File: src/rtl/core/stream_duplicate_filter_unit_defines.svh
// Assertion macros shared by the stream duplicate filter RTL.
`ifndef STREAM_DUPLICATE_FILTER_UNIT_DEFINES_SVH
`define STREAM_DUPLICATE_FILTER_UNIT_DEFINES_SVH

`ifndef ASSERT_OFF
// Check a property on every clock edge outside reset.
`define SDF_ASSERT(lbl, prop, msg) \
	lbl: assert property (@(posedge clk) disable iff (!arst_n) prop) else $error(msg);
// Check a property on every clock edge, reset included.
`define SDF_ASSERT_ALWAYS(lbl, prop, msg) \
	lbl: assert property (@(posedge clk) prop) else $error(msg);
`else
`define SDF_ASSERT(lbl, prop, msg)
`define SDF_ASSERT_ALWAYS(lbl, prop, msg)
`endif

`endif

File: src/rtl/core/sdf_pkg.sv
// Package with the constants and token type of the stream duplicate filter.
package sdf_pkg;

	localparam int STORE_DEPTH = 64;

	typedef logic signed [31:0] value_t;

	// Request moving down the cell chain
	typedef struct packed {
		logic   valid;
		value_t value;
		logic   clr;
		logic   matched;
		logic   stored;
	} token_t;

endpackage

File: src/rtl/core/sdf_cell.sv
// One cell of the filter chain: holds one stored value and passes requests on.
module sdf_cell
	import sdf_pkg::*;
(
	input  logic   clk,
	input  logic   arst_n,
	input  logic   advance,
	input  token_t tok_in,
	output token_t tok_out
);

	logic   occupied_q;
	value_t entry_q;
	logic   valid_q;
	value_t value_q;
	logic   clr_q;
	logic   matched_q;
	logic   stored_q;

	logic occ_eff;
	logic pending;
	logic hit;
	logic capture;

	// Empty the cell ahead of the compare when a new set passes
	assign occ_eff = occupied_q && !(tok_in.valid && tok_in.clr);
	assign pending = tok_in.valid && !tok_in.matched && !tok_in.stored;
	assign hit     = pending && occ_eff && (entry_q == tok_in.value);
	assign capture = pending && !occ_eff;

	// Update the cell and advance the request
	always_ff @(posedge clk or negedge arst_n) begin
		if (!arst_n) begin
			occupied_q <= 1'b0;
			valid_q    <= 1'b0;
		end else if (advance) begin
			occupied_q <= occ_eff || capture;
			valid_q    <= tok_in.valid;
		end
	end

	// Payload registers carry no reset
	always_ff @(posedge clk) begin
		if (advance) begin
			if (capture) begin
				entry_q <= tok_in.value;
			end
			value_q   <= tok_in.value;
			clr_q     <= tok_in.clr;
			matched_q <= tok_in.matched || hit;
			stored_q  <= tok_in.stored || capture;
		end
	end

	assign tok_out = '{
		valid:   valid_q,
		value:   value_q,
		clr:     clr_q,
		matched: matched_q,
		stored:  stored_q
	};

endmodule

File: config.mk
export PLATFORM = sky130hd
export DESIGN_NAME = sdf_cell
export DESIGN_NICKNAME = d
export VERILOG_FILES = /design/src/rtl/core/stream_duplicate_filter_unit_defines.svh /design/src/rtl/core/sdf_pkg.sv /design/src/rtl/core/sdf_cell.sv
export SDC_FILE = /design/constraint.sdc
export NUM_CORES = 1
export LEC_CHECK = 0
export ABC_AREA = 1
export BUFFER_PORTS_ARGS = -buffer_cell sky130_fd_sc_hd__buf_2
export CAP_MARGIN = 20
export CORE_MARGIN = 4
export CORE_UTILIZATION = 53
export CTS_BUF_LIST = sky130_fd_sc_hd__clkbuf_2
export DETAILED_ROUTE_END_ITERATION = 12
export PLACE_DENSITY_LB_ADDON = 0.08
export SLEW_MARGIN = 0
export SYNTH_ARGS = -nofsm -noshare
export SYNTH_HDL_FRONTEND = slang
export SYNTH_SLANG_ARGS = --single-unit
File: constraint.sdc
create_clock -name clk -period 3.35 [get_ports clk]
set_clock_uncertainty 0.1 [all_clocks]
set_input_delay 0.67 -clock clk [delete_from_list [all_inputs] [get_ports clk]]
set_output_delay 0.67 -clock clk [all_outputs]
set_load 0.02 [all_outputs]
==> flow_metrics.env, run 1 <==
export IMPL_peakVddDrop_mv=0.280
export IMPL_grt_first_pass_wirelength_um=7020
export IMPL_n_antenna_cell=0
export IMPL_grt_ovfl_total=0
export IMPL_grt_max_degree=36
export IMPL_grt_pass1_vias=1532
export IMPL_dp_hpwl_um=3050
export IMPL_leakagePower_nw=1.32
export IMPL_num_vias=1540
export IMPL_endpoint_kind="primary output"
export IMPL_worstSetupPathType="reg2out"
export IMPL_core_um2=4790
export IMPL_drc=0
export IMPL_synth_compound_area_frac=0.00756
export IMPL_crit_chain="buf_2"
export IMPL_clk_latency_ps=480
export IMPL_pin_count=75
export IMPL_chipWidth_um=78.7
export IMPL_fin_crit_sh=0.548
export IMPL_critical_path_buf_inv_count=1
export IMPL_report_final_hold_viol_count=0
export IMPL_critPathSlowestCell="edfxtp_1"
export IMPL_synth_warnings=0
export IMPL_holdCritPathClass="in2reg"
export IMPL_synth_cell_type_count=17
export IMPL_ant_nets=0
export IMPL_cts_buffers_inserted=9
export IMPL_portBuffers=74
export IMPL_grt_usage=0.152
export IMPL_syn_to_final_growth_pct=21.1
export IMPL_critPathTopFamily="flip-flops"
export IMPL_rsz0062_at_grt="no"
export IMPL_post_drt_wl_per_cell_um=12.7
export IMPL_p_per_area_nw_per_um2=501
export IMPL_fin_nets=303
export IMPL_max_slew_margin_rel=0.696
export IMPL_crit_required_ps=2580
export IMPL_start_kind="register"
export IMPL_clkTransAtPathRegs_ps=180
export IMPL_synthCells=180
export IMPL_synth_cell_area_um2=2650
export IMPL_drive_above_1_share=0.357
export IMPL_cts_tree="yes"
export IMPL_tns_ps=0
export IMPL_syn_area_per_cell_um2=14.7
export IMPL_vias_per_cell=4.58
export IMPL_cts_sinks=69
export IMPL_htree_levels=3
export IMPL_hold_worst_slack_ps=286
export IMPL_routed_wl_um=4260
export IMPL_syn_num_nets=219
export IMPL_status="finished, final reports clean"
export IMPL_cts_root_buf="clkbuf_2"
export IMPL_dieArea_um2=6190
export IMPL_min_period_ps=1840
export IMPL_antenna_found_initial=0
export IMPL_drtPass1Iterations=4
export IMPL_arrival_ps=1070
export IMPL_synthAdderAreaFrac=0
export IMPL_finalPower_w=0.00161
export IMPL_drt_iter0_markers=88
export IMPL_slew_viol_final=0
export IMPL_clk_path_buf_depth=2
export IMPL_drv_cap=0
export IMPL_synth_top_family_by_area="simple AND/OR/NAND/NOR gates"
export IMPL_rows=25
export IMPL_crit_path_max_incr_delay_ps=410
export IMPL_muxShareOfSynthArea=0
export IMPL_synthXorXnorAreaFrac=0.0794
export IMPL_synthSimpleGateAreaFrac=0.0964
export IMPL_yosysSeqAreaShare=0.778
export IMPL_cts_resized=0
export IMPL_setup_violations=0
export IMPL_gp_congestion=0.746
export IMPL_start_util=0.553
export IMPL_die_h_um=78.7
export IMPL_clock_fmax_mhz=545
export IMPL_max_slew_worst_pin_slew_ps=456
export IMPL_critPathMaxFanout=1
export IMPL_ys_ff_latch=69
==> synthesized netlist by cell type <==
| cell | count | area, µm² |
|---|---|---|
| nand3_1 | 3 | 15.0 |
| or2_0 | 1 | 6.26 |
| nand2_1 | 36 | 135 |
| buf_4 | 4 | 30.0 |
| o21ai_1 | 1 | 5.00 |
| nor2_2 | 2 | 12.5 |
| xnor2_1 | 18 | 158 |
| nor3_2 | 1 | 10.0 |
| inv_1 | 19 | 71.3 |
| dfrtp_1 | 2 | 50.1 |
| edfxtp_1 | 67 | 2010 |
| or2_1 | 1 | 6.26 |
| and2_1 | 1 | 6.26 |
| o21ai_0 | 3 | 15.0 |
| nand2_2 | 3 | 18.8 |
| xor2_1 | 6 | 52.6 |
| nor2_1 | 12 | 45.0 |
==> cell families (layout without fill, tap and decap cells) <==
group,Yosys count,count (layout)
DFF,69,69
and+or+nand+nor,60,60
xor gates and xnor gates,24,24
buffers and inverters,23,112
AOI/OAI and AO/OA,4,4
==> where the power goes <==
group          switching, W  leakage (nW)  total [W]  internal (W)
Clock              0.000268        0.0679   0.000430      0.000162
Combinational      0.000109         0.594   0.000170     0.0000615
Sequential        0.0000112         0.657    0.00101      0.000995
Total              0.000388          1.32    0.00161       0.00122
==> path summary, 6_finish.rpt <==
check                      cells after the start                      to                    from  slack [ps]
setup / recovery                               1             tok_out[30]   value_q[27]$_DFFE_PP_        1510
hold / removal                                 1         clr_q$_DFFE_PP_               tok_in[2]         290
setup reg to reg                               4    entry_q[8]$_DFFE_PP_  occupied_q$_DFFE_PN0P_        1610
hold reg to reg                                2     valid_q$_DFFE_PN0P_     valid_q$_DFFE_PN0P_         430
max in group asynchronous                      2     valid_q$_DFFE_PN0P_                  arst_n        2670
min in group asynchronous                      2  occupied_q$_DFFE_PN0P_                  arst_n         390
==> through the flow <==
| stage | utilization | instances | instance area [µm²] | worst slack, ps |
|---|---|---|---|---|
| 6_report | 0.670 | 336 | 3210 | 1510 |
| 4_1_cts | 0.670 | 336 | 3210 | 1460 |
| 3_5_place_dp | 0.647 | 319 | 3100 | 1130 |
| 5_1_grt | 0.670 | 336 | 3210 | 1440 |
| 2_1_floorplan | - | 180 | 2650 | 348 |
| 3_3_place_gp | 0.647 | 319 | 3100 | 1160 |
==> layer usage <==
| layer | part of all wire | routed length (µm) | GRT usage |
|---|---|---|---|
| met5 | 0 | 0 | 0 |
| met3 | 0.080 | 340 | 0.0465 |
| met2 | 0.47 | 1990 | 0.236 |
| met1 | 0.42 | 1810 | 0.185 |
| met4 | 0.028 | 119 | 0.0997 |
==> layout by cell type (no fill, tap or decap), drive strengths merged <==
cell	Yosys	layout
buf	4	76
nand3	3	3
edfxtp	67	67
dlygate4sd3	0	1
or2	2	2
clkinv	0	6
xor2	6	6
inv	19	19
bufinv	0	1
o21ai	4	4
nor2	14	14
nor3	1	1
dfrtp	2	2
clkbuf	0	9
xnor2	18	18
nand2	39	39
and2	1	1
==> registers in the layout, indices dropped and copies added (netlist names) <==
signal and flops:
entry_q 32, matched_q 1, value_q 32, stored_q 1, occupied_q 1, valid_q 1, clr_q 1
==> layout make-up <==
cell class | count | area (µm²)
multi-input cells | 88 | 493
well taps | 67 | 83.8
fillers | 365 | 1580
clock buffers | 9 | 45.0
repair buffers | 77 | 395
clock inverters | 7 | 56.3
flip-flops and latches | 69 | 2060
inverters | 19 | 71.3
==> repair_timing <==
item                                   in CTS  in global routing
endpoints found under the hold margin       2                  0
hold buffers                                1                  0
setup buffers                               0                  0
Note: power is estimated with default switching activity, not from simulation.
==> run 2: changes to the inputs <==
==> constraint.sdc (replaced) <==
create_clock -name clk -period 1.7 [get_ports clk]
set_clock_uncertainty 0.1 [all_clocks]
set_input_delay 0.34 -clock clk [delete_from_list [all_inputs] [get_ports clk]]
set_output_delay 0.34 -clock clk [all_outputs]
set_load 0.02 [all_outputs]
==> flow_metrics.env, run 2 (same netlist as run 1, synthesis figures left out) <==
export IMPL_status="finished, final reports clean"
export IMPL_gp_congestion=0.712
export IMPL_fin_crit_sh=0.961
export IMPL_pin_count=75
export IMPL_drtPass1Iterations=4
export IMPL_grt_pass1_vias=1725
export IMPL_htree_levels=3
export IMPL_core_um2=4790
export IMPL_clkPwrFrac=0.365
export IMPL_portBuffers=74
export IMPL_cts_root_buf="clkbuf_2"
export IMPL_drive_above_1_share=0.345
export IMPL_report_final_hold_viol_count=0
export IMPL_fin_ws_ps=66.1
export IMPL_ff_latch_area_um2=2060
export IMPL_vias_per_cell=4.60
export IMPL_multi_input_area_um2=504
export IMPL_power_internal_w=0.00294
export IMPL_crit_required_ps=1810
export IMPL_drt_iter0_markers=84
export IMPL_num_vias=1720
export IMPL_cts_tree="yes"
export IMPL_drv_cap=0
export IMPL_rsz0062_at_grt="no"
export IMPL_drc=0
export IMPL_start_util=0.553
export IMPL_fin_nets=341
export IMPL_cp_startpoint="occupied_q$_DFFE_PN0P_"
export IMPL_post_drt_wl_per_cell_um=13.9
export IMPL_max_slew_margin_rel=0.838
export IMPL_routed_wl_um=5200
export IMPL_clk_latency_ps=480
export IMPL_cts_buffers_inserted=9
export IMPL_p_per_area_nw_per_um2=1010
export IMPL_endpoint_kind="register"
export IMPL_dp_cells=321
export IMPL_rows=25
export IMPL_syn_to_final_growth_pct=41.6
export IMPL_dieArea_um2=6190
export IMPL_final_common_cell="buf_2"
export IMPL_p_seq_frac=0.523
export IMPL_n_fill_cell=297
export IMPL_grt_max_degree=19
export IMPL_max_slew_worst_pin_slew_ps=243
export IMPL_layout_common_cells="buf_2 (74), edfxtp_1 (67), nand2_1 (36)"
export IMPL_slew_viol_final=0
export IMPL_switching_share=0.225
export IMPL_clkTransAtPathRegs_ps=210
export IMPL_grt_usage=0.173
export IMPL_grt_ovfl_total=0
export IMPL_p_comb_frac=0.112
export IMPL_post_place_ws_ps=-1.64
export IMPL_finalNonFillerCells=374
export IMPL_grt_first_pass_wirelength_um=8020
export IMPL_antenna_found_initial=0
export IMPL_start_kind="register"
export IMPL_power_switching_w=0.000853
export IMPL_critPathMaxFanout=8
export IMPL_worstSetupPathType="reg2reg"
export IMPL_leakagePower_nw=1.56
export IMPL_die_h_um=78.7
export IMPL_min_period_ps=1630
export IMPL_ant_nets=0
export IMPL_setup_violations=0
export IMPL_chipWidth_um=78.7
export IMPL_reg_top3="entry_q x32, value_q x32"
export IMPL_holdCritPathClass="in2async"
export IMPL_n_antenna_cell=0
export IMPL_clk_path_buf_depth=2
export IMPL_cts_sinks=69
export IMPL_clock_fmax_mhz=612
export IMPL_peakVddDrop_mv=0.617
export IMPL_dp_hpwl_um=3370
export IMPL_r2r_start="occupied_q$_DFFE_PN0P_"
export IMPL_arrival_ps=1750
run 2: cell types whose count changed in the layout (fill, tap and decap cells not counted), moves of 2 or more:
cell,change
dlygate4sd3_1,+32
buf_12,+3
bufinv_16,+3
clkinv_1,-3
clkinv_2,-3
clkbuf_16,+2
clkinv_4,+2
run 2: metrics by stage:
| step | TNS [ps] | power, W | instance area, µm² | hold WS [ps] | util |
|---|---|---|---|---|---|
| after floorplan | -3170 | 0.00220 | 2660 | -55.6 | - |
| after global placement | 0 | 0.00236 | 3140 | 29.9 | 0.656 |
| final | 0 | 0.00379 | 3750 | 30.3 | 0.784 |
| after detailed placement | -15.6 | 0.00237 | 3140 | 27.1 | 0.656 |
| after CTS | 0 | 0.00380 | 3670 | 9.28 | 0.768 |
| after global routing | 0 | 0.00394 | 3750 | 31.9 | 0.784 |
run 2: metal layers:
layer,routed length (µm),GRT usage,vias to the layer above
li1,-,-,848
met1,2180,0.212,802
met2,2620,0.289,59
met3,309,0.0431,11
met4,95,0.0804,0
met5,0,0,-
run 2: worst paths after layout:
kind	endpoint	slack (ps)	cells past startpoint
max	entry_q[24]$_DFFE_PP_	70	5
min	valid_q$_DFFE_PN0P_	30	2
max reg2reg	entry_q[24]$_DFFE_PP_	70	5
min reg2reg	valid_q$_DFFE_PN0P_	430	2
max in group asynchronous	occupied_q$_DFFE_PN0P_	1380	2
min in group clk	occupied_q$_DFFE_PN0P_	50	4
run 2: final cells by class:
class / instances / share of cell area
multi-input combinational: 88 / 0.134
tap: 67 / 0.0223
sequential: 69 / 0.550
clock inverter: 7 / 0.0390
clock buffer: 9 / 0.0120
timing repair buffer: 115 / 0.223
inverter: 19 / 0.0190
run 2: power groups by stage:
stage / Clock [W] / Combinational (W) / Sequential (W)
CTS: 0.00141 / 0.000411 / 0.00198
global route: 0.00149 / 0.000460 / 0.00199
global placement: 0 / 0.000343 / 0.00202
detailed placement: 0 / 0.000349 / 0.00202
floorplan: 0 / 0.0000977 / 0.00211
finish: 0.00139 / 0.000424 / 0.00198
run 2: timing repair:
item | 4_1_cts | 5_1_grt
hold endpoints to repair | 67 | 0
setup buffers | 0 | 1
hold buffers | 34 | 0
setup endpoints to repair | 0 | 32
gates resized for setup | 0 | 3
run 2: worst max-delay path, stage by stage (launching register included):
cell,delay (ps)
dfrtp_1,420
and2_4,160
or2_4,270
nor2_4,130
buf_12,130
clkbuf_16,150
