===== config.mk =====
export PLATFORM = sky130hd
export DESIGN_NAME = sdf_out_stage
export DESIGN_NICKNAME = d
export VERILOG_FILES = /design/src/rtl/core/stream_duplicate_filter_unit_defines.svh /design/src/rtl/core/sdf_pkg.sv /design/src/rtl/core/sdf_out_stage.sv
export SDC_FILE = /design/constraint.sdc
export NUM_CORES = 1
export LEC_CHECK = 0
export BUFFER_PORTS_ARGS = -buffer_cell sky130_fd_sc_hd__buf_2
export CAP_MARGIN = 20
export CORE_MARGIN = 1.5
export CORE_UTILIZATION = 30
export CTS_BUF_LIST = sky130_fd_sc_hd__clkbuf_2
export DETAILED_ROUTE_END_ITERATION = 10
export HOLD_SLACK_MARGIN = 0.06
export PLACE_DENSITY_LB_ADDON = 0.3
export SETUP_SLACK_MARGIN = 0.4
export SKIP_CTS_REPAIR_TIMING = 1
export SLEW_MARGIN = 15
export SYNTH_ARGS = -nofsm -noshare
export SYNTH_HDL_FRONTEND = slang
export SYNTH_SLANG_ARGS = --single-unit

===== constraint.sdc =====
create_clock -name clk -period 2.22 [get_ports clk]
set_input_delay 0.111 -clock clk [delete_from_list [all_inputs] [get_ports clk]]
set_output_delay 0.111 -clock clk [all_outputs]
set_load 0.02 [all_outputs]

===== src/rtl/core/stream_duplicate_filter_unit_defines.svh =====
// Assertion macros shared by the stream duplicate filter RTL.
`ifndef STREAM_DUPLICATE_FILTER_UNIT_DEFINES_SVH
`define STREAM_DUPLICATE_FILTER_UNIT_DEFINES_SVH

`ifndef ASSERT_OFF
// Check a property on every clock edge outside reset.
`define SDF_ASSERT(lbl, prop, msg) \
	lbl: assert property (@(posedge clk) disable iff (!arst_n) prop) else $error(msg);
// Check a property on every clock edge, reset included.
`define SDF_ASSERT_ALWAYS(lbl, prop, msg) \
	lbl: assert property (@(posedge clk) prop) else $error(msg);
`else
`define SDF_ASSERT(lbl, prop, msg)
`define SDF_ASSERT_ALWAYS(lbl, prop, msg)
`endif

`endif


===== src/rtl/core/sdf_pkg.sv =====
// Package with the constants and token type of the stream duplicate filter.
package sdf_pkg;

	localparam int STORE_DEPTH = 64;

	typedef logic signed [31:0] value_t;

	// Request moving down the cell chain
	typedef struct packed {
		logic   valid;
		value_t value;
		logic   clr;
		logic   matched;
		logic   stored;
	} token_t;

endpackage


===== src/rtl/core/sdf_out_stage.sv =====
// Output register of the filter: turns finished requests into results.
module sdf_out_stage
	import sdf_pkg::*;
(
	input  logic   clk,
	input  logic   arst_n,
	input  token_t tok_in,
	output logic   advance,
	output logic   out_valid,
	input  logic   out_ready,
	output value_t unique_value,
	output logic   store_full
);

	logic   valid_q;
	value_t value_q;
	logic   full_q;
	logic   emit;

	// Advance the chain whenever the result register is free or being drained
	assign advance = !valid_q || out_ready;
	assign emit    = tok_in.valid && !tok_in.matched;

	// Hold or load the result
	always_ff @(posedge clk or negedge arst_n) begin
		if (!arst_n) begin
			valid_q <= 1'b0;
		end else if (advance) begin
			valid_q <= emit;
		end
	end

	always_ff @(posedge clk) begin
		if (advance && emit) begin
			value_q <= tok_in.value;
			full_q  <= !tok_in.stored;
		end
	end

	assign out_valid    = valid_q;
	assign unique_value = value_q;
	assign store_full   = full_q;

endmodule


==> report_table.html, run 1 <==
<table>
<tr><th>Metric</th><th>Value</th></tr>
<tr><th colspan="2">Setup path</th></tr>
<tr><td>Crit Path Class</td><td>reg2reg</td></tr>
<tr><td>Required time of the critical path</td><td>2.28 ns</td></tr>
<tr><td>Worst-case reg-to-reg path depth</td><td>3</td></tr>
<tr><td>Data arrival time of the critical path</td><td>1.34 ns</td></tr>
<tr><td>Highest net fanout along the worst path</td><td>18</td></tr>
<tr><td>Critical Path Sink Type</td><td>flop</td></tr>
<tr><td>Crit path from</td><td>out_valid</td></tr>
<tr><td>Reg2reg start</td><td>out_valid</td></tr>
<tr><td>Type of element launching the critical path</td><td>flop</td></tr>
<tr><th colspan="2">Synthesis</th></tr>
<tr><td>Area share of fa/ha/maj cells after synthesis</td><td>0%</td></tr>
<tr><td>Mapped Area</td><td>1050 um^2</td></tr>
<tr><td>Post-synth top area share</td><td>94.0%</td></tr>
<tr><td>Synthesized instance count</td><td>39</td></tr>
<tr><td>Number of warnings reported in the yosys synthesis log</td><td>0</td></tr>
<tr><td>Fraction of the mapped netlist area in compound gates</td><td>0.474%</td></tr>
<tr><td>Mean instance size in the synthesized netlist</td><td>27.0 um^2</td></tr>
<tr><td>Main combinational cell family by area after synthesis</td><td>simple AND/OR/NAND/NOR gates</td></tr>
<tr><td>Flip-flop and latch count after synthesis</td><td>34</td></tr>
<tr><td>Post-synthesis cell type with the largest combined area</td><td>edfxtp_1</td></tr>
<tr><td>Top cells by area, synth</td><td>edfxtp_1 (94%), dfrtp_1 (2.4%), nand2b_4 (1.3%)</td></tr>
<tr><td>XOR/XNOR share of the synthesized area</td><td>0%</td></tr>
<tr><td>Distinct cell type count of the synthesized netlist</td><td>6</td></tr>
<tr><td>Mapped Nets</td><td>78</td></tr>
<tr><td>Area fraction in and, or, nand and nor cells after synthesis</td><td>2.49%</td></tr>
<tr><td>Fraction of synthesized area in multiplexers</td><td>0%</td></tr>
<tr><td>Proportion of synthesized chip area in sequential cells</td><td>96.3%</td></tr>
<tr><th colspan="2">Final layout</th></tr>
<tr><td>Net count, final</td><td>195</td></tr>
<tr><td>Fraction of layout instances using a drive strength above 1</td><td>53.2%</td></tr>
<tr><td>Final Non-Filler Cells</td><td>202</td></tr>
<tr><td>Area growth from synthesis to layout</td><td>81.5%</td></tr>
<tr><td>Cell area after layout</td><td>1910 um^2</td></tr>
<tr><td>Fillcell total</td><td>310</td></tr>
<tr><td>Final standard cell utilization of the core</td><td>56.9%</td></tr>
<tr><td>Area of the multi-input gates</td><td>37.5 um^2</td></tr>
<tr><td>Sequential standard cell area</td><td>1020 um^2</td></tr>
<tr><td>Commonest cells after routing, fill and taps aside</td><td>buf_2 (72), dlygate4sd3_1 (36), edfxtp_1 (33)</td></tr>
<tr><td>ANT cells</td><td>0</td></tr>
<tr><td>Most frequent standard cell in the layout excluding fill and tap cells</td><td>buf_2</td></tr>
<tr><th colspan="2">Timing</th></tr>
<tr><td>Worst relative slew slack</td><td>85.0%</td></tr>
<tr><td>Max-slew violations</td><td>0</td></tr>
<tr><td>Post-layout min period</td><td>1.28 ns</td></tr>
<tr><td>Setup TNS Final</td><td>0 ns</td></tr>
<tr><td>Setup repair after global routing missed its margin</td><td>false</td></tr>
<tr><td>Worst Tran Pin Value</td><td>0.222 ns</td></tr>
<tr><td>Final clock skew</td><td>0.00473 ns</td></tr>
<tr><td>Final number of hold-violating endpoints</td><td>0</td></tr>
<tr><td>Final count of negative-setup-slack endpoints</td><td>0</td></tr>
<tr><td>Worst-case setup margin in the final layout</td><td>0.940 ns</td></tr>
<tr><td>Maximum frequency from static timing analysis</td><td>781 MHz</td></tr>
<tr><td>Final clock period utilization by the worst path</td><td>57.6%</td></tr>
<tr><th colspan="2">Place</th></tr>
<tr><td>DP Worst Slack</td><td>0.963 ns</td></tr>
<tr><td>Routability-driven placement congestion ratio</td><td>0.661</td></tr>
<tr><td>Total cell area at the placement stage</td><td>1500 um^2</td></tr>
<tr><td>PortBufs</td><td>72</td></tr>
<tr><td>Number of cells after detailed placement</td><td>159</td></tr>
<tr><th colspan="2">Die</th></tr>
<tr><td>Die H</td><td>62.3 um</td></tr>
<tr><td>Die X-Extent</td><td>62.3 um</td></tr>
<tr><td>Number of rows created at floorplan</td><td>21</td></tr>
<tr><td>Top-Level Pins</td><td>74</td></tr>
<tr><td>Die outline area</td><td>3880 um^2</td></tr>
<tr><td>Effective utilization at floorplan</td><td>31.4%</td></tr>
<tr><td>Placeable core area</td><td>3360 um^2</td></tr>
<tr><th colspan="2">Clock tree</th></tr>
<tr><td>Maximum number of buffers from clock root to sink</td><td>2</td></tr>
<tr><td>CTS tree</td><td>built</td></tr>
<tr><td>Clk root buf</td><td>clkbuf_2</td></tr>
<tr><td>Total CTS buffers</td><td>5</td></tr>
<tr><td>Clk sink count</td><td>34</td></tr>
<tr><td>Source-to-sink clock delay at the later pin of the worst-skew pair</td><td>0.36 ns</td></tr>
<tr><td>Clock-pin slew reported for the worst setup and hold paths after clock tree synthesis</td><td>0.15 ns</td></tr>
<tr><td>Clock H-tree levels</td><td>2</td></tr>
<tr><th colspan="2">Drt</th></tr>
<tr><td>Post-detailed-routing wire length</td><td>2530 um</td></tr>
<tr><td>Total via count in the routed design</td><td>813</td></tr>
<tr><td>Final ANT Viol Nets</td><td>0</td></tr>
<tr><td>Routed wire per std cell</td><td>12.5 um</td></tr>
<tr><td>Pre-antenna DRT Iters</td><td>4</td></tr>
<tr><td>Number of remaining DRC errors</td><td>0</td></tr>
<tr><td>Starting DRC count in detailed routing</td><td>36</td></tr>
<tr><td>Average vias per placed instance</td><td>4.02</td></tr>
<tr><th colspan="2">Global routing</th></tr>
<tr><td>Wire length of the first global-routing pass</td><td>3040 um</td></tr>
<tr><td>Vias in the first global route</td><td>671</td></tr>
<tr><td>Largest net degree at the start of global routing</td><td>19</td></tr>
<tr><td>Initial antenna violation count</td><td>0</td></tr>
<tr><td>Total congestion overflow after global routing</td><td>0</td></tr>
<tr><td>Total global routing track utilization</td><td>10.9%</td></tr>
<tr><th colspan="2">Power and ir drop</th></tr>
<tr><td>Peak VDD IR</td><td>379 uV</td></tr>
<tr><td>Switching share of power</td><td>21.3%</td></tr>
<tr><td>Static leakage</td><td>0.824 nW</td></tr>
<tr><td>Portion of total power attributed to combinational logic</td><td>12.9%</td></tr>
<tr><td>Net switching component of the power</td><td>0.000272 W</td></tr>
<tr><td>Power per unit of standard cell area</td><td>668 nW/um^2</td></tr>
<tr><td>Portion of total power attributed to sequential cells</td><td>58.1%</td></tr>
<tr><td>Internal power component</td><td>0.00101 W</td></tr>
<tr><td>Part of the power in the clock network</td><td>28.9%</td></tr>
<tr><th colspan="2">Min path</th></tr>
<tr><td>Hold_sp</td><td>out_ready</td></tr>
<tr><td>Type of the worst min-delay path</td><td>in2reg</td></tr>
<tr><td>Cell depth of the worst min-delay path</td><td>3</td></tr>
<tr><th colspan="2">Outcome</th></tr>
<tr><td>Run status</td><td>finished, final reports clean</td></tr>
<tr><th colspan="2">Flow run</th></tr>
<tr><td>Count of maximum capacitance violations</td><td>0</td></tr>
</table>
[stage by stage]
| step | hold slack, ns | power [W] |
|---|---|---|
| floorplan | -0.185 | 0.000812 |
| finish | 0.0878 | 0.00128 |
| global route | 0.0871 | 0.00133 |
| global placement | -0.114 | 0.000871 |
| detailed placement | -0.110 | 0.000875 |
| CTS | -0.527 | 0.00124 |
[cells in the mapped netlist, drive strengths merged]
master / instances
edfxtp: 33
inv: 2
dfrtp: 1
nand2b: 1
nor3b: 1
o21ai: 1
[worst max-delay path, cell delays in order (launching register included)]
cell and delay, ns:
dfrtp_2 0.45, nand2b_4 0.08, nor3b_4 0.18, buf_4 0.27
[per-layer routing]
layer | share of wire, % | vias up | GRT usage, %
li1 | - | 384 | -
met4 | 2.5 | 0 | 9.17
met3 | 7.0 | 7 | 4.89
met2 | 56 | 42 | 17.4
met5 | 0 | - | 0
met1 | 34 | 380 | 10.9
[path summary, 6_finish.rpt]
kind / endpoint / slack, ns
max: unique_value[4] / 0.94
min: out_valid / 0.09
max reg2reg: unique_value[4] / 0.94
min reg2reg: out_valid / 0.60
max in group asynchronous: out_valid / 1.57
min in group asynchronous: out_valid / 0.54
[state kept, by name, indices dropped and copies added (netlist names)]
register	count
unique_value	32
store_full	1
out_valid	1
[final cells by class]
| cell class | instances | share of cell area, % |
|---|---|---|
| Clock buffer | 5 | 1.31 |
| Sequential cell | 34 | 53.1 |
| Clock inverter | 2 | 1.76 |
| Timing Repair Buffer | 110 | 38.4 |
| Tap cell | 46 | 3.01 |
| Multi-Input combinational cell | 3 | 1.96 |
| Inverter | 2 | 0.392 |
[cells by family (layout without fill, tap and decap cells)]
kind of cell,count (synthesis),after routing
flip-flops,34,34
AND/OR/NAND/NOR,2,2
buffers and inverters,2,119
AO/OA/AOI/OAI,1,1
[power by group through the flow]
stage / sequential (W) / combinational, W / clock [W]
floorplan: 0.000795 / 0.0000172 / 0
global placement: 0.000758 / 0.000113 / 0
detailed placement: 0.000758 / 0.000116 / 0
CTS: 0.000744 / 0.000116 / 0.000382
global route: 0.000747 / 0.000178 / 0.000403
finish: 0.000744 / 0.000165 / 0.000370
(Power assumes the default switching activity.)
==> inputs of run 2 (changes only) <==
--- a/config.mk
+++ b/config.mk
@@ -5,6 +5,7 @@
 export SDC_FILE = /design/constraint.sdc
 export NUM_CORES = 1
 export LEC_CHECK = 0
+export ABC_AREA = 1
 export BUFFER_PORTS_ARGS = -buffer_cell sky130_fd_sc_hd__buf_2
 export CAP_MARGIN = 20
 export CORE_MARGIN = 1.5
==> constraint.sdc (replaced) <==
create_clock -name clk -period 1.3 [get_ports clk]
set_input_delay 0.065 -clock clk [delete_from_list [all_inputs] [get_ports clk]]
set_output_delay 0.065 -clock clk [all_outputs]
set_load 0.02 [all_outputs]
==> run 2 against run 1 <==
- the flow now finishes with violations (negative hold slack)
- combinational power up 87%
- clock skew up 0.0037 ns
- worst setup slack worse by 0.77 ns
- routed wire length decreased by 4.3%
- power increased by 59%
- non-clock buffer count stayed put
- fmax is 13% higher
- clock power up 21%
- sequential share of layout area fell by 2.3 points
- cell count grew 2.5%
- hold slack worse by 0.11 ns
- core utilization grew 3.1 points
- critical path type unchanged
- largest cell class unchanged
==> report_table.html, run 2 <==
<table>
<tr><th>Metric</th><th>Value</th></tr>
<tr><th colspan="2">Final layout</th></tr>
<tr><td>Fraction of layout instances using a drive strength above 1</td><td>52.8%</td></tr>
<tr><td>Area growth from synthesis to layout</td><td>90.7%</td></tr>
<tr><td>Commonest cells after routing, fill and taps aside</td><td>buf_2 (56), dlygate4sd3_1 (36), edfxtp_1 (33)</td></tr>
<tr><td>Area of the multi-input gates</td><td>28.8 um^2</td></tr>
<tr><td>ANT cells</td><td>0</td></tr>
<tr><td>Net count, final</td><td>199</td></tr>
<tr><td>Sequential standard cell area</td><td>1020 um^2</td></tr>
<tr><td>Fillcell total</td><td>268</td></tr>
<tr><td>Max reg flops</td><td>32</td></tr>
<tr><td>Most frequent standard cell in the layout excluding fill and tap cells</td><td>buf_2</td></tr>
<tr><th colspan="2">Power and ir drop</th></tr>
<tr><td>Portion of total power attributed to combinational logic</td><td>15.2%</td></tr>
<tr><td>Part of the power in the clock network</td><td>22.1%</td></tr>
<tr><td>Net switching component of the power</td><td>0.000468 W</td></tr>
<tr><td>Power per unit of standard cell area</td><td>1020 nW/um^2</td></tr>
<tr><td>Internal power component</td><td>0.00157 W</td></tr>
<tr><td>Portion of total power attributed to sequential cells</td><td>62.8%</td></tr>
<tr><td>Power consumption</td><td>0.00203 W</td></tr>
<tr><td>Peak VDD IR</td><td>596 uV</td></tr>
<tr><td>Static leakage</td><td>0.861 nW</td></tr>
<tr><td>Switching share of power</td><td>23.0%</td></tr>
<tr><th colspan="2">Place</th></tr>
<tr><td>DP Worst Slack</td><td>0.170 ns</td></tr>
<tr><td>Total half-perimeter wirelength after legalization and detailed placement</td><td>1370 um</td></tr>
<tr><td>Routability-driven placement congestion ratio</td><td>0.626</td></tr>
<tr><td>PortBufs</td><td>72</td></tr>
<tr><th colspan="2">Timing</th></tr>
<tr><td>Final count of negative-setup-slack endpoints</td><td>0</td></tr>
<tr><td>Final clock period utilization by the worst path</td><td>87.2%</td></tr>
<tr><td>Maximum frequency from static timing analysis</td><td>883 MHz</td></tr>
<tr><td>Worst-case setup margin in the final layout</td><td>0.167 ns</td></tr>
<tr><td>Minimum hold slack</td><td>-0.0224 ns</td></tr>
<tr><td>Final number of hold-violating endpoints</td><td>1</td></tr>
<tr><td>Final clock skew</td><td>0.00841 ns</td></tr>
<tr><td>Max-slew violations</td><td>0</td></tr>
<tr><td>Setup repair after global routing missed its margin</td><td>true</td></tr>
<tr><td>Worst relative slew slack</td><td>89.3%</td></tr>
<tr><td>Post-layout min period</td><td>1.13 ns</td></tr>
<tr><td>Worst Tran Pin Value</td><td>0.161 ns</td></tr>
<tr><th colspan="2">Synthesis</th></tr>
<tr><td>Post-synth top area share</td><td>94.4%</td></tr>
<tr><td>Top FF cell, synth</td><td>edfxtp_1</td></tr>
<tr><td>Synthesized instance count</td><td>43</td></tr>
<tr><td>Proportion of synthesized chip area in sequential cells</td><td>96.8%</td></tr>
<tr><td>Mean instance size in the synthesized netlist</td><td>24.4 um^2</td></tr>
<tr><td>Flip-flop and latch count after synthesis</td><td>34</td></tr>
<tr><td>Top cells by area, synth</td><td>edfxtp_1 (94%), dfrtp_1 (2.4%), inv_1 (1.4%)</td></tr>
<tr><td>Number of warnings reported in the yosys synthesis log</td><td>0</td></tr>
<tr><td>Distinct cell type count of the synthesized netlist</td><td>5</td></tr>
<tr><td>Mapped Nets</td><td>82</td></tr>
<tr><td>Most repeated cell in the gate-level netlist after synthesis</td><td>edfxtp_1</td></tr>
<tr><td>Mapped Area</td><td>1050 um^2</td></tr>
<tr><td>Most numerous cell types in the synthesized netlist</td><td>edfxtp_1 (33), inv_1 (4), nand2_1 (3)</td></tr>
<tr><td>Ys async rst share</td><td>2.94%</td></tr>
<tr><td>Post-synthesis cell type with the largest combined area</td><td>edfxtp_1</td></tr>
<tr><td>Count of flip-flops with a built-in enable after synthesis</td><td>33</td></tr>
<tr><th colspan="2">Setup path</th></tr>
<tr><td>Required time of the critical path</td><td>1.37 ns</td></tr>
<tr><td>WP buf/inv</td><td>2</td></tr>
<tr><td>Highest net fanout along the worst path</td><td>26</td></tr>
<tr><td>Critical Path Sink Type</td><td>flop</td></tr>
<tr><td>Data arrival time of the critical path</td><td>1.20 ns</td></tr>
<tr><td>Crit Path Class</td><td>reg2reg</td></tr>
<tr><td>Critical Path Max Stage Delay</td><td>0.45 ns</td></tr>
<tr><td>Cell depth of the worst setup path</td><td>4</td></tr>
<tr><td>FF-to-FF setup slack</td><td>0.17 ns</td></tr>
<tr><td>Worst path top cell family by delay</td><td>flip-flops</td></tr>
<tr><td>Chain of cells forming the critical path</td><td>inv_2 &gt; nor2_2 &gt; nor2_4 &gt; buf_12</td></tr>
<tr><td>Worst-case reg-to-reg path depth</td><td>4</td></tr>
<tr><td>Type of element launching the critical path</td><td>flop</td></tr>
<tr><td>Slowest stage cell on the critical path</td><td>dfrtp_2</td></tr>
<tr><th colspan="2">Die</th></tr>
<tr><td>Number of rows created at floorplan</td><td>21</td></tr>
<tr><td>Die outline area</td><td>3860 um^2</td></tr>
<tr><td>Top-Level Pins</td><td>74</td></tr>
<tr><td>Die X-Extent</td><td>62.2 um</td></tr>
<tr><td>Effective utilization at floorplan</td><td>31.5%</td></tr>
<tr><td>Placeable core area</td><td>3340 um^2</td></tr>
<tr><td>Die H</td><td>62.2 um</td></tr>
<tr><th colspan="2">Drt</th></tr>
<tr><td>Number of remaining DRC errors</td><td>0</td></tr>
<tr><td>Routed wire per std cell</td><td>11.7 um</td></tr>
<tr><td>Post-detailed-routing wire length</td><td>2420 um</td></tr>
<tr><td>Pre-antenna DRT Iters</td><td>2</td></tr>
<tr><td>Total via count in the routed design</td><td>816</td></tr>
<tr><td>Average vias per placed instance</td><td>3.94</td></tr>
<tr><td>Final ANT Viol Nets</td><td>0</td></tr>
<tr><td>Starting DRC count in detailed routing</td><td>18</td></tr>
<tr><th colspan="2">Global routing</th></tr>
<tr><td>Total global routing track utilization</td><td>9.78%</td></tr>
<tr><td>Vias in the first global route</td><td>614</td></tr>
<tr><td>Wire length of the first global-routing pass</td><td>2730 um</td></tr>
<tr><td>Initial antenna violation count</td><td>0</td></tr>
<tr><td>Total congestion overflow after global routing</td><td>0</td></tr>
<tr><td>Largest net degree at the start of global routing</td><td>27</td></tr>
<tr><th colspan="2">Clock tree</th></tr>
<tr><td>Source-to-sink clock delay at the later pin of the worst-skew pair</td><td>0.35 ns</td></tr>
<tr><td>CTS tree</td><td>built</td></tr>
<tr><td>Clk sink count</td><td>34</td></tr>
<tr><td>Clk root buf</td><td>clkbuf_2</td></tr>
<tr><td>Clock H-tree levels</td><td>2</td></tr>
<tr><td>Total CTS buffers</td><td>5</td></tr>
<tr><td>Clock-pin slew reported for the worst setup and hold paths after clock tree synthesis</td><td>0.15 ns</td></tr>
<tr><td>Maximum number of buffers from clock root to sink</td><td>2</td></tr>
<tr><th colspan="2">Outcome</th></tr>
<tr><td>Failing checks</td><td>negative hold slack</td></tr>
<tr><td>Run status</td><td>complete, but fails checks</td></tr>
<tr><th colspan="2">Min path</th></tr>
<tr><td>Type of the worst min-delay path</td><td>in2reg</td></tr>
<tr><td>Cell depth of the worst min-delay path</td><td>4</td></tr>
<tr><th colspan="2">Flow run</th></tr>
<tr><td>Count of maximum capacitance violations</td><td>0</td></tr>
</table>
run 2: cell count changes after synthesis:
| cell | before | now |
|---|---|---|
| nor3b_2 | 1 | 0 |
| nand2b_4 | 1 | 0 |
| nor2_1 | 0 | 2 |
| nand2_1 | 0 | 3 |
| o21ai_0 | 1 | 0 |
| inv_1 | 2 | 4 |
run 2: per-layer routing:
layer  vias to the layer above  wire (um)  part of all wire (%)  global-route usage (%)
li1                        392          -                     -                       -
met1                       368        906                    37                    10.8
met2                        50       1260                    52                    14.4
met3                         6        202                   8.3                    5.43
met4                         0         51                   2.1                    6.67
met5                         -          0                     0                       0
run 2: worst register-to-register path: stages (launching register included):
cell     delay (ns)
dfrtp_2        0.45
inv_2          0.05
nor2_2         0.04
nor2_4         0.13
buf_12         0.19
run 2: layout make-up:
cell class | count | share of cell area [%]
clock buffers | 6 | 1.50
clock inverters | 2 | 0.437
multi-input cells | 5 | 1.44
repair buffers | 110 | 42.2
well taps | 46 | 2.88
flip-flops and latches | 34 | 50.8
inverters | 4 | 0.750
run 2: power groups by stage:
stage / combinational (W) / clock [W] / sequential, W
floorplan: 0.0000291 / 0 / 0.00136
global placement: 0.000199 / 0 / 0.00129
detailed placement: 0.000202 / 0 / 0.00129
CTS: 0.000202 / 0.000482 / 0.00127
global route: 0.000329 / 0.000517 / 0.00128
finish: 0.000308 / 0.000449 / 0.00128
run 2: final timing paths:
| kind | startpoint | to |
|---|---|---|
| max | out_valid | unique_value[23] |
| min | out_ready | out_valid |
| max reg2reg | out_valid | unique_value[23] |
| min reg2reg | out_valid | out_valid |
| max in group asynchronous | arst_n | out_valid |
| min in group asynchronous | arst_n | out_valid |
run 2: logic make-up (layout without fill, tap and decap cells):
kind of cell  count (synthesis)  after routing  synth area share (%)
buf+inv                       4            122                  1.43
flops                        34             34                  96.8
simple gates                  5              5                  1.79
run 2: per-stage QoR:
stage	utilization, %	cells	TNS, ns	instance area [um^2]
after floorplan	-	43	-5.19	1060
after global placement	45.1	163	0	1510
after detailed placement	45.1	163	0	1510
after CTS	46.3	171	0	1550
after global routing	60.0	207	0	2000
final	60.0	207	0	2000
